===== src/rtl/assert_macros.svh =====
// Concurrent assertion helpers shared by the RTL.
`ifndef ASSERT_MACROS_SVH
`define ASSERT_MACROS_SVH

// Generic form: explicit clock and active-low reset.
`define ASSERT_CLK_RST(label, clk, rst_n, prop, msg) \
  label: assert property (@(posedge clk) disable iff (!rst_n) prop) else $error(msg);

// Default form: clk_i and rst_ni of the enclosing module.
`define ASSERT_DEF(label, prop, msg) \
  `ASSERT_CLK_RST(label, clk_i, rst_ni, prop, msg)

`endif


===== src/rtl/acba_pkg.sv =====
`timescale 1ns / 1ps

package acba_pkg;

  localparam int SAMPLE_W = 12;
  localparam int CHAN_W   = 4;
  localparam int QSLOT_W  = 2;
  localparam int AVG_W    = 12;
  localparam int BSUM_W   = 22;
  localparam int BCNT_W   = 11;
  localparam int GSUM_W   = 48;
  localparam int GCNT_W   = 32;
  localparam int MAP_W    = 40;
  localparam int LEN_W    = 11;

  localparam int S_TDATA_W = 24;
  localparam int M_TDATA_W = 96;

  localparam logic [MAP_W-1:0] MAP_RESET = '1;
  localparam logic [LEN_W-1:0] LEN_RESET = 11'd32;
  localparam logic [LEN_W-1:0] LEN_MAX   = 11'd1024;

  localparam int CFG_IDX_W = 1;
  localparam logic [CFG_IDX_W-1:0] CFG_CHANNEL_MAP  = 1'b0;
  localparam logic [CFG_IDX_W-1:0] CFG_BATCH_LENGTH = 1'b1;

  localparam logic OP_SAMPLE = 1'b0;
  localparam logic OP_READ   = 1'b1;

  localparam logic KIND_AVERAGE = 1'b0;
  localparam logic KIND_READ    = 1'b1;

endpackage


===== src/rtl/adc_channel_batch_averager_top.sv =====
`timescale 1ns / 1ps
// ADC channel batch averager.
// Slave stream: one word per conversion or read request; tuser is the op.
// Master stream: batch-average and read-reply words; tuser is the kind.
// Config channel: cfg_index_i 0 writes the channel map, 1 the batch length;
// always ready, write only while the block is idle.
// Timing: a word is taken only in the idle state. A sample that closes no
// batch goes through the process state back to idle; a read request goes
// through process to emit, where the reply is loaded into the output
// register, then back to idle for the next word; a sample that closes a
// batch runs the bit-serial restoring divider (one quotient bit per cycle)
// before emit. No new word is taken before the block is back in idle.
// The output register frees the input side: a new word is accepted while a
// result waits. If the receiver stalls and a second result is ready, the
// block holds that result internally and takes no word until the register
// drains.
// Reset clears all slot state, sets the map to all-ignore and the batch
// length to 32.
module adc_channel_batch_averager_top
  import acba_pkg::*;
#(
  parameter int NUM_SLOTS       = 4,
  parameter int NUM_HW_CHANNELS = 10
) (
  input  logic                   clk_i,
  input  logic                   rst_ni,
  input  logic                   s_axis_tvalid,
  output logic                   s_axis_tready,
  // adc_channel[3:0], sample_value[15:4], query_slot[17:16], zero pad
  input  logic [S_TDATA_W-1:0]   s_axis_tdata,
  // op
  input  logic                   s_axis_tuser,
  output logic                   m_axis_tvalid,
  input  logic                   m_axis_tready,
  // slot[1:0], average[13:2], total_sum[61:14], total_count[93:62], zero pad
  output logic [M_TDATA_W-1:0]   m_axis_tdata,
  // kind
  output logic                   m_axis_tuser,
  input  logic                   cfg_valid_i,
  output logic                   cfg_ready_o,
  input  logic [CFG_IDX_W-1:0]   cfg_index_i,
  input  logic [MAP_W-1:0]       cfg_data_i
);

  `include "assert_macros.svh"

  localparam int SLOT_W = (NUM_SLOTS > 1) ? $clog2(NUM_SLOTS) : 1;
  localparam int DVD_W  = BSUM_W;
  localparam int DCNT_W = $clog2(DVD_W);
  localparam logic [DCNT_W-1:0] DIV_LAST = DCNT_W'(DVD_W - 1);

  localparam logic [1:0] ST_IDLE = 2'd0;
  localparam logic [1:0] ST_PROC = 2'd1;
  localparam logic [1:0] ST_DIV  = 2'd2;
  localparam logic [1:0] ST_EMIT = 2'd3;

  logic [1:0] state_q, state_d;

  logic [MAP_W-1:0] map_q;
  logic [LEN_W-1:0] len_q;

  logic [BSUM_W-1:0] bsum_q [NUM_SLOTS];
  logic [BCNT_W-1:0] bcnt_q [NUM_SLOTS];
  logic [GSUM_W-1:0] gsum_q [NUM_SLOTS];
  logic [GCNT_W-1:0] gcnt_q [NUM_SLOTS];
  logic [AVG_W-1:0]  lavg_q [NUM_SLOTS];

  logic                op_q;
  logic [CHAN_W-1:0]   ch_q;
  logic [SAMPLE_W-1:0] val_q;
  logic [QSLOT_W-1:0]  qs_q;

  logic              res_kind_q;
  logic [1:0]        res_slot_q;
  logic [AVG_W-1:0]  res_avg_q;
  logic [GSUM_W-1:0] res_sum_q;
  logic [GCNT_W-1:0] res_cnt_q;
  logic [SLOT_W-1:0] slot_q;

  logic [DVD_W-1:0]  dq_q, dq_d;
  logic [BCNT_W-1:0] rem_q, rem_d;
  logic [BCNT_W-1:0] dvs_q;
  logic [DCNT_W-1:0] dcnt_q;

  logic              out_valid_q;
  logic              out_kind_q;
  logic [1:0]        out_slot_q;
  logic [AVG_W-1:0]  out_avg_q;
  logic [GSUM_W-1:0] out_sum_q;
  logic [GCNT_W-1:0] out_cnt_q;

  logic              s_fire, emit_fire;
  logic              ch_ok, hit, done, q_ok;
  logic [3:0]        ent, q_ext;
  logic [SLOT_W-1:0] sidx, qidx;
  logic [BSUM_W-1:0] bsum_new;
  logic [BCNT_W-1:0] bcnt_new;
  logic [LEN_W-1:0]  eff_len;
  logic [BCNT_W:0]   trial, trial_sub;
  logic              ge;

  assign s_axis_tready = (state_q == ST_IDLE);
  assign s_fire        = s_axis_tvalid && s_axis_tready;
  assign emit_fire     = (state_q == ST_EMIT) && (!out_valid_q || m_axis_tready);
  assign cfg_ready_o   = 1'b1;

  assign ch_ok    = ch_q < CHAN_W'(NUM_HW_CHANNELS);
  assign ent      = ch_ok ? map_q[{ch_q, 2'b00} +: 4] : 4'hF;
  assign hit      = ch_ok && (ent < 4'(NUM_SLOTS));
  assign sidx     = ent[SLOT_W-1:0];
  assign q_ext    = {2'b00, qs_q};
  assign q_ok     = q_ext < 4'(NUM_SLOTS);
  assign qidx     = q_ext[SLOT_W-1:0];
  assign bsum_new = bsum_q[sidx] + BSUM_W'(val_q);
  assign bcnt_new = bcnt_q[sidx] + BCNT_W'(1);

  always_comb begin
    if (len_q == '0) begin
      eff_len = LEN_W'(1);
    end else if (len_q > LEN_MAX) begin
      eff_len = LEN_MAX;
    end else begin
      eff_len = len_q;
    end
  end

  assign done = (bcnt_new != '0) && (bcnt_new >= eff_len);

  // restoring division step
  assign trial     = {rem_q, dq_q[DVD_W-1]};
  assign ge        = trial >= {1'b0, dvs_q};
  assign trial_sub = trial - {1'b0, dvs_q};
  assign rem_d     = ge ? trial_sub[BCNT_W-1:0] : trial[BCNT_W-1:0];
  assign dq_d      = {dq_q[DVD_W-2:0], ge};

  always_comb begin
    state_d = state_q;
    case (state_q)
      ST_IDLE: begin
        if (s_fire) begin
          state_d = ST_PROC;
        end
      end
      ST_PROC: begin
        if (op_q == OP_READ) begin
          state_d = ST_EMIT;
        end else if (hit && done) begin
          state_d = ST_DIV;
        end else begin
          state_d = ST_IDLE;
        end
      end
      ST_DIV: begin
        if (dcnt_q == DIV_LAST) begin
          state_d = ST_EMIT;
        end
      end
      ST_EMIT: begin
        if (emit_fire) begin
          state_d = ST_IDLE;
        end
      end
      default: state_d = ST_IDLE;
    endcase
  end

  always_ff @(posedge clk_i or negedge rst_ni) begin
    if (!rst_ni) begin
      state_q     <= ST_IDLE;
      map_q       <= MAP_RESET;
      len_q       <= LEN_RESET;
      out_valid_q <= 1'b0;
      dcnt_q      <= '0;
      for (int i = 0; i < NUM_SLOTS; i++) begin
        bsum_q[i] <= '0;
        bcnt_q[i] <= '0;
        gsum_q[i] <= '0;
        gcnt_q[i] <= '0;
        lavg_q[i] <= '0;
      end
    end else begin
      state_q <= state_d;
      if (cfg_valid_i && cfg_ready_o) begin
        case (cfg_index_i)
          CFG_CHANNEL_MAP:  map_q <= cfg_data_i;
          CFG_BATCH_LENGTH: len_q <= cfg_data_i[LEN_W-1:0];
          default: ;
        endcase
      end
      if (state_q == ST_PROC && op_q == OP_SAMPLE && hit) begin
        gsum_q[sidx] <= gsum_q[sidx] + GSUM_W'(val_q);
        gcnt_q[sidx] <= gcnt_q[sidx] + GCNT_W'(1);
        bsum_q[sidx] <= done ? '0 : bsum_new;
        bcnt_q[sidx] <= done ? '0 : bcnt_new;
      end
      if (state_q == ST_PROC) begin
        dcnt_q <= '0;
      end else if (state_q == ST_DIV) begin
        dcnt_q <= dcnt_q + DCNT_W'(1);
        if (dcnt_q == DIV_LAST) begin
          lavg_q[slot_q] <= dq_d[AVG_W-1:0];
        end
      end
      if (emit_fire) begin
        out_valid_q <= 1'b1;
      end else if (m_axis_tready) begin
        out_valid_q <= 1'b0;
      end
    end
  end

  always_ff @(posedge clk_i) begin
    if (s_fire) begin
      op_q  <= s_axis_tuser;
      ch_q  <= s_axis_tdata[3:0];
      val_q <= s_axis_tdata[15:4];
      qs_q  <= s_axis_tdata[17:16];
    end
    if (state_q == ST_PROC) begin
      if (op_q == OP_READ) begin
        res_kind_q <= KIND_READ;
        res_slot_q <= qs_q;
        res_avg_q  <= q_ok ? lavg_q[qidx] : '0;
        res_sum_q  <= q_ok ? gsum_q[qidx] : '0;
        res_cnt_q  <= q_ok ? gcnt_q[qidx] : '0;
      end else begin
        res_kind_q <= KIND_AVERAGE;
        res_slot_q <= ent[1:0];
        res_avg_q  <= '0;
        res_sum_q  <= gsum_q[sidx] + GSUM_W'(val_q);
        res_cnt_q  <= gcnt_q[sidx] + GCNT_W'(1);
      end
      slot_q <= sidx;
      dq_q   <= bsum_new + BSUM_W'(bcnt_new >> 1);
      rem_q  <= '0;
      dvs_q  <= bcnt_new;
    end else if (state_q == ST_DIV) begin
      dq_q  <= dq_d;
      rem_q <= rem_d;
    end
    if (emit_fire) begin
      out_kind_q <= res_kind_q;
      out_slot_q <= res_slot_q;
      out_avg_q  <= (res_kind_q == KIND_READ) ? res_avg_q : dq_q[AVG_W-1:0];
      out_sum_q  <= res_sum_q;
      out_cnt_q  <= res_cnt_q;
    end
  end

  assign m_axis_tvalid = out_valid_q;
  assign m_axis_tuser  = out_kind_q;
  assign m_axis_tdata  = {2'b00, out_cnt_q, out_sum_q, out_avg_q, out_slot_q};

  `ASSERT_DEF(a_one_word_at_a_time, s_fire |=> !s_axis_tready, "word taken while busy")
  `ASSERT_DEF(a_div_count_range, (state_q == ST_DIV) |-> (dcnt_q <= DIV_LAST), "divider overrun")
  `ASSERT_DEF(a_quotient_fits,
    (state_q == ST_DIV && dcnt_q == DIV_LAST) |=> (dq_q[DVD_W-1:AVG_W] == '0),
    "average exceeds 12 bits")
  `ASSERT_DEF(a_batch_bound, bcnt_q[0] <= LEN_MAX, "batch count beyond limit")
  `ASSERT_DEF(a_emit_loads_output, emit_fire |=> m_axis_tvalid, "result lost")

endmodule

===== config.mk =====
export PLATFORM = sky130hd
export DESIGN_NAME = adc_channel_batch_averager_top
export DESIGN_NICKNAME = d
export VERILOG_FILES = /design/src/rtl/acba_pkg.sv /design/src/rtl/adc_channel_batch_averager_top.sv
export VERILOG_INCLUDE_DIRS = /design/src /design/src/rtl
export SDC_FILE = /design/constraint.sdc
export NUM_CORES = 2
export LEC_CHECK = 0
export BUFFER_PORTS_ARGS = -buffer_cell sky130_fd_sc_hd__buf_2
export CAP_MARGIN = 20
export CORE_MARGIN = 4
export CORE_UTILIZATION = 62
export DETAILED_ROUTE_END_ITERATION = 8
export PLACE_DENSITY = 0.77
export SYNTH_ARGS = -nofsm -noshare
export SYNTH_HDL_FRONTEND = slang
export SYNTH_SLANG_ARGS = --single-unit

===== constraint.sdc =====
create_clock -name clk_i -period 9.41 [get_ports clk_i]
set_input_delay 0.4705 -clock clk_i [delete_from_list [all_inputs] [get_ports clk_i]]
set_output_delay 0.4705 -clock clk_i [all_outputs]
set_load 0.01 [all_outputs]

==> impl_results.md <==
* Ant diodes at 0
* Clock skew at 30.3 ps
* Hold Slack at 30.5 ps
* Tot Pwr at 13.2 mW
* # port buffers at 161
* Kind of end point of the critical path: register
* Flop pwr share at 40.2%
* Worst skew pair latency at 640 ps
* Synth Register Bits at 814
* Slowest-stage cell, CP: buf_4
* Fillers at 4,672
* Synth cell count leaders: nand2_1, dfrtp_1, o21ai_0, mux2_2, edfxtp_1
* GRT Total Usage at 26.7%
* Post-synth EDFFs at 244
* TritonCTS Sinks at 814
* Ratio of cells with drive above 1 in the final layout at 21.1%
* Reg2Reg Capture Point: bsum_q[66]
* Area Growth Syn to Fin at 10.5%
* Fin crit share at 78.8%
* Hold Path Depth at 1
* Via density at 6.06
* Mapped Area at 0.0405 mm²
* Syn avg cell area at 11.2 µm²
* TritonRoute pass-1 iters at 5
* Area leader, netlist: dfrtp_1
* Root Driver: clkbuf_16
* Post-layout nets at 3,834
* Synth warn at 0
* Placed cells at 4,457
* R2R Setup Slk at 2000 ps
* Mapped Cells at 3,611
* Chip width at 264 µm
* Critical R2R Launch: ch_q[0]
* Maximum level of the CTS H-tree at 3
* Remaining antenna violation count at 0
* DRT met1 WL at 39.8 mm
* Max Freq at 135 MHz
* Met2 Wirelength at 44.2 mm
* PD cells at 295 mW/mm²
* Netlist cell types at 91
* First-pass GRT wire length at 151 mm
* Die area at 0.0695 mm²
* Synth top area share at 32.0%
* Max-cap viol count at 0
* Clock buffer depth at 3
* Area contributors post-synth: dfrtp_1, edfxtp_1, mux2_2, nand2_1, mux4_2
* # rows at 93
* Largest net degree at the start of global routing at 174
* Crit path time final at 7410 ps
* Number of global-route vias before repair at 28,119
* Tightest Hold Check Type: primary input to register
* Share of synthesized registers carrying an async set or reset at 68.7%
* CP top delay family: simple AND/OR/NAND/NOR gates
* Hpwl dp at 55.7 mm
* Total I/O pin count at 171
* Worst slew pin tran at 1120 ps
* Antenna violations before repair at 1
* Count leader, synth: nand2_1
* Sw Ratio at 35.1%
* DR WL/cell at 20.1 µm
* Final core utilization at 69.3%
* Max IR drop VDD at 0.199 mV
* Unrepaired setup endpoints after global routing: no
* R2R depth at 22
* Flip-flop and latch area at 0.0216 mm²
* Outcome: finished clean
* Grt ovf at 0
* Leak at 19.1 nW
* Dpl ws at 2110 ps
* Area of the multi-input gates at 0.0177 mm²
* Final instance area at 0.0448 mm²
* Placed cell areas at 0.0418 mm²
* Seq/Total Area, Yosys at 53.3%
* Number of DRC markers in iteration 0 at 1,995
* Crit path buf inv count at 3
* GPL Wtd Cong at 0.829
* Comb pwr share at 33.2%
* Metal3 WL at 5.97 mm
* CP Launch Type: register
* Critical-path maximum fanout at 104
* WL final at 92.8 mm
* Setup CP Type: register to register
* Clock Power Share at 26.6%
* Largest stage delay, worst path at 830 ps
* Worst hold endpoint: val_q[0]
* Sw power at 4.63 mW
* Placeable Area at 0.0646 mm²
* Setup TNS at 0 ps
* Starting density of the core at 62.7%
* Critical path cell sequence: mux2_2 > o22ai_1 > or2_1 > o21a_4 > buf_4 > nand2_1 > and3_1 > a31oi_1 > ha_1 > and2_1 > a22oi_1 > nor4_1 > nand2_1 > xnor2_1 > ha_1 > nand4_1 > nor3_1 > a211o_1 > inv_1 > a21oi_4 > buf_4 > o21ai_0
* Clock transition at path regs at 60 ps
* DRC at 0
* Vias at 27,979
* DR top layer: met4
* Fin. max-slew vios at 0
* Fin. Hold Viols at 0
* CP arrival at 7870 ps
* Final Non-Filler Cells at 4,620
* Max-slew headroom at 25.3%
* P_int at 8.55 mW
* Post-CTS sizing at 0
* WP data required at 9870 ps
* Final setup viols at 0
* Die height at 264 µm
* CTS tree: built
* Setup slack after layout at 2000 ps
* Num CTS Buffers at 85
* Hold wc startpoint: s_axis_tdata[4]
* Post-synth top flop: dfrtp_1
[power by group through the flow]
stage               sequential (mW)  clock, mW  combinational (mW)
global placement               5.32          0                4.22
global route                   5.41       3.70                4.84
CTS                            5.30       3.55                4.38
floorplan                      5.24          0                3.19
finish                         5.30       3.50                4.38
detailed placement             5.35          0                4.32
[layer usage]
metal  vias to the layer above  GRT usage [%]
li1                      12998              -
met1                     14000           37.5
met2                       798           43.0
met3                       183           4.48
met4                         0           9.24
met5                         -              0
[what timing repair did]
| action | CTS | global route |
|---|---|---|
| hold endpoints to repair | 44 | 0 |
| hold buffers | 4 | 0 |
| buffers inserted | 0 | 0 |
[worst max path at each step]
stage | from | end | slack, ps | cells after the start
detailed placement | ch_q[0] | bsum_q[22] | 2110 | 22
global route | ch_q[0] | bsum_q[66] | 1550 | 22
global placement | ch_q[0] | dq_q[21] | 2210 | 21
floorplan | ch_q[0] | dq_q[20] | 2440 | 34
finish | ch_q[0] | bsum_q[66] | 2000 | 22
CTS | ch_q[0] | bsum_q[66] | 2060 | 22
[cell families after synthesis]
kind of cell	count (synthesis)	synth area share, %
other	2	0.0185
adders and majority gates	70	2.24
DFF	814	53.3
and+or+nand+nor	1176	12.5
xor gates and xnor gates	122	2.70
AOI/OAI and AO/OA	616	8.88
buffers and inverters	278	3.30
muxes	533	17.1
[sequential cells by signal, indices dropped and copies added (netlist names), 32 cells and up, named ones only]
| register | flops |
|---|---|
| res_cnt_q | 32 |
| res_sum_q | 48 |
| bsum_q | 88 |
| bcnt_q | 44 |
| gsum_q | 192 |
| lavg_q | 48 |
| map_q | 40 |
| out_sum_q | 48 |
| out_cnt_q | 32 |
| gcnt_q | 128 |
[area by class of cell]
class                           instances  area share, %
Sequential cell                       814           48.2
Timing Repair Buffer                  215           2.81
Clock inverter                         40           1.14
Inverter                               57          0.506
Clock buffer                          119           5.41
Multi-Input combinational cell       2520           39.5
Tap cell                              855           2.39
[layout by cell type (no fill, tap or decap), types with 40 or more instances in the layout]
cell       synthesis  layout
mux2i_1          166     166
nand3_1           47      45
o31ai_1           68      68
xnor2_1           75      75
mux2_2           266     266
xor2_1            45      45
ha_1              66      65
edfxtp_1         244     244
o21ai_0          286     286
mux4_2            96      96
inv_1             53      53
and3_1            42      42
buf_4             13      48
nor2_1           155     153
a31oi_1           40      40
dfstp_2           41      41
buf_2             19     160
clkbuf_16          0      89
a21oi_1          108     107
nand2_1          788     786
dfrtp_1          518     518
(Power assumes the default switching activity.)
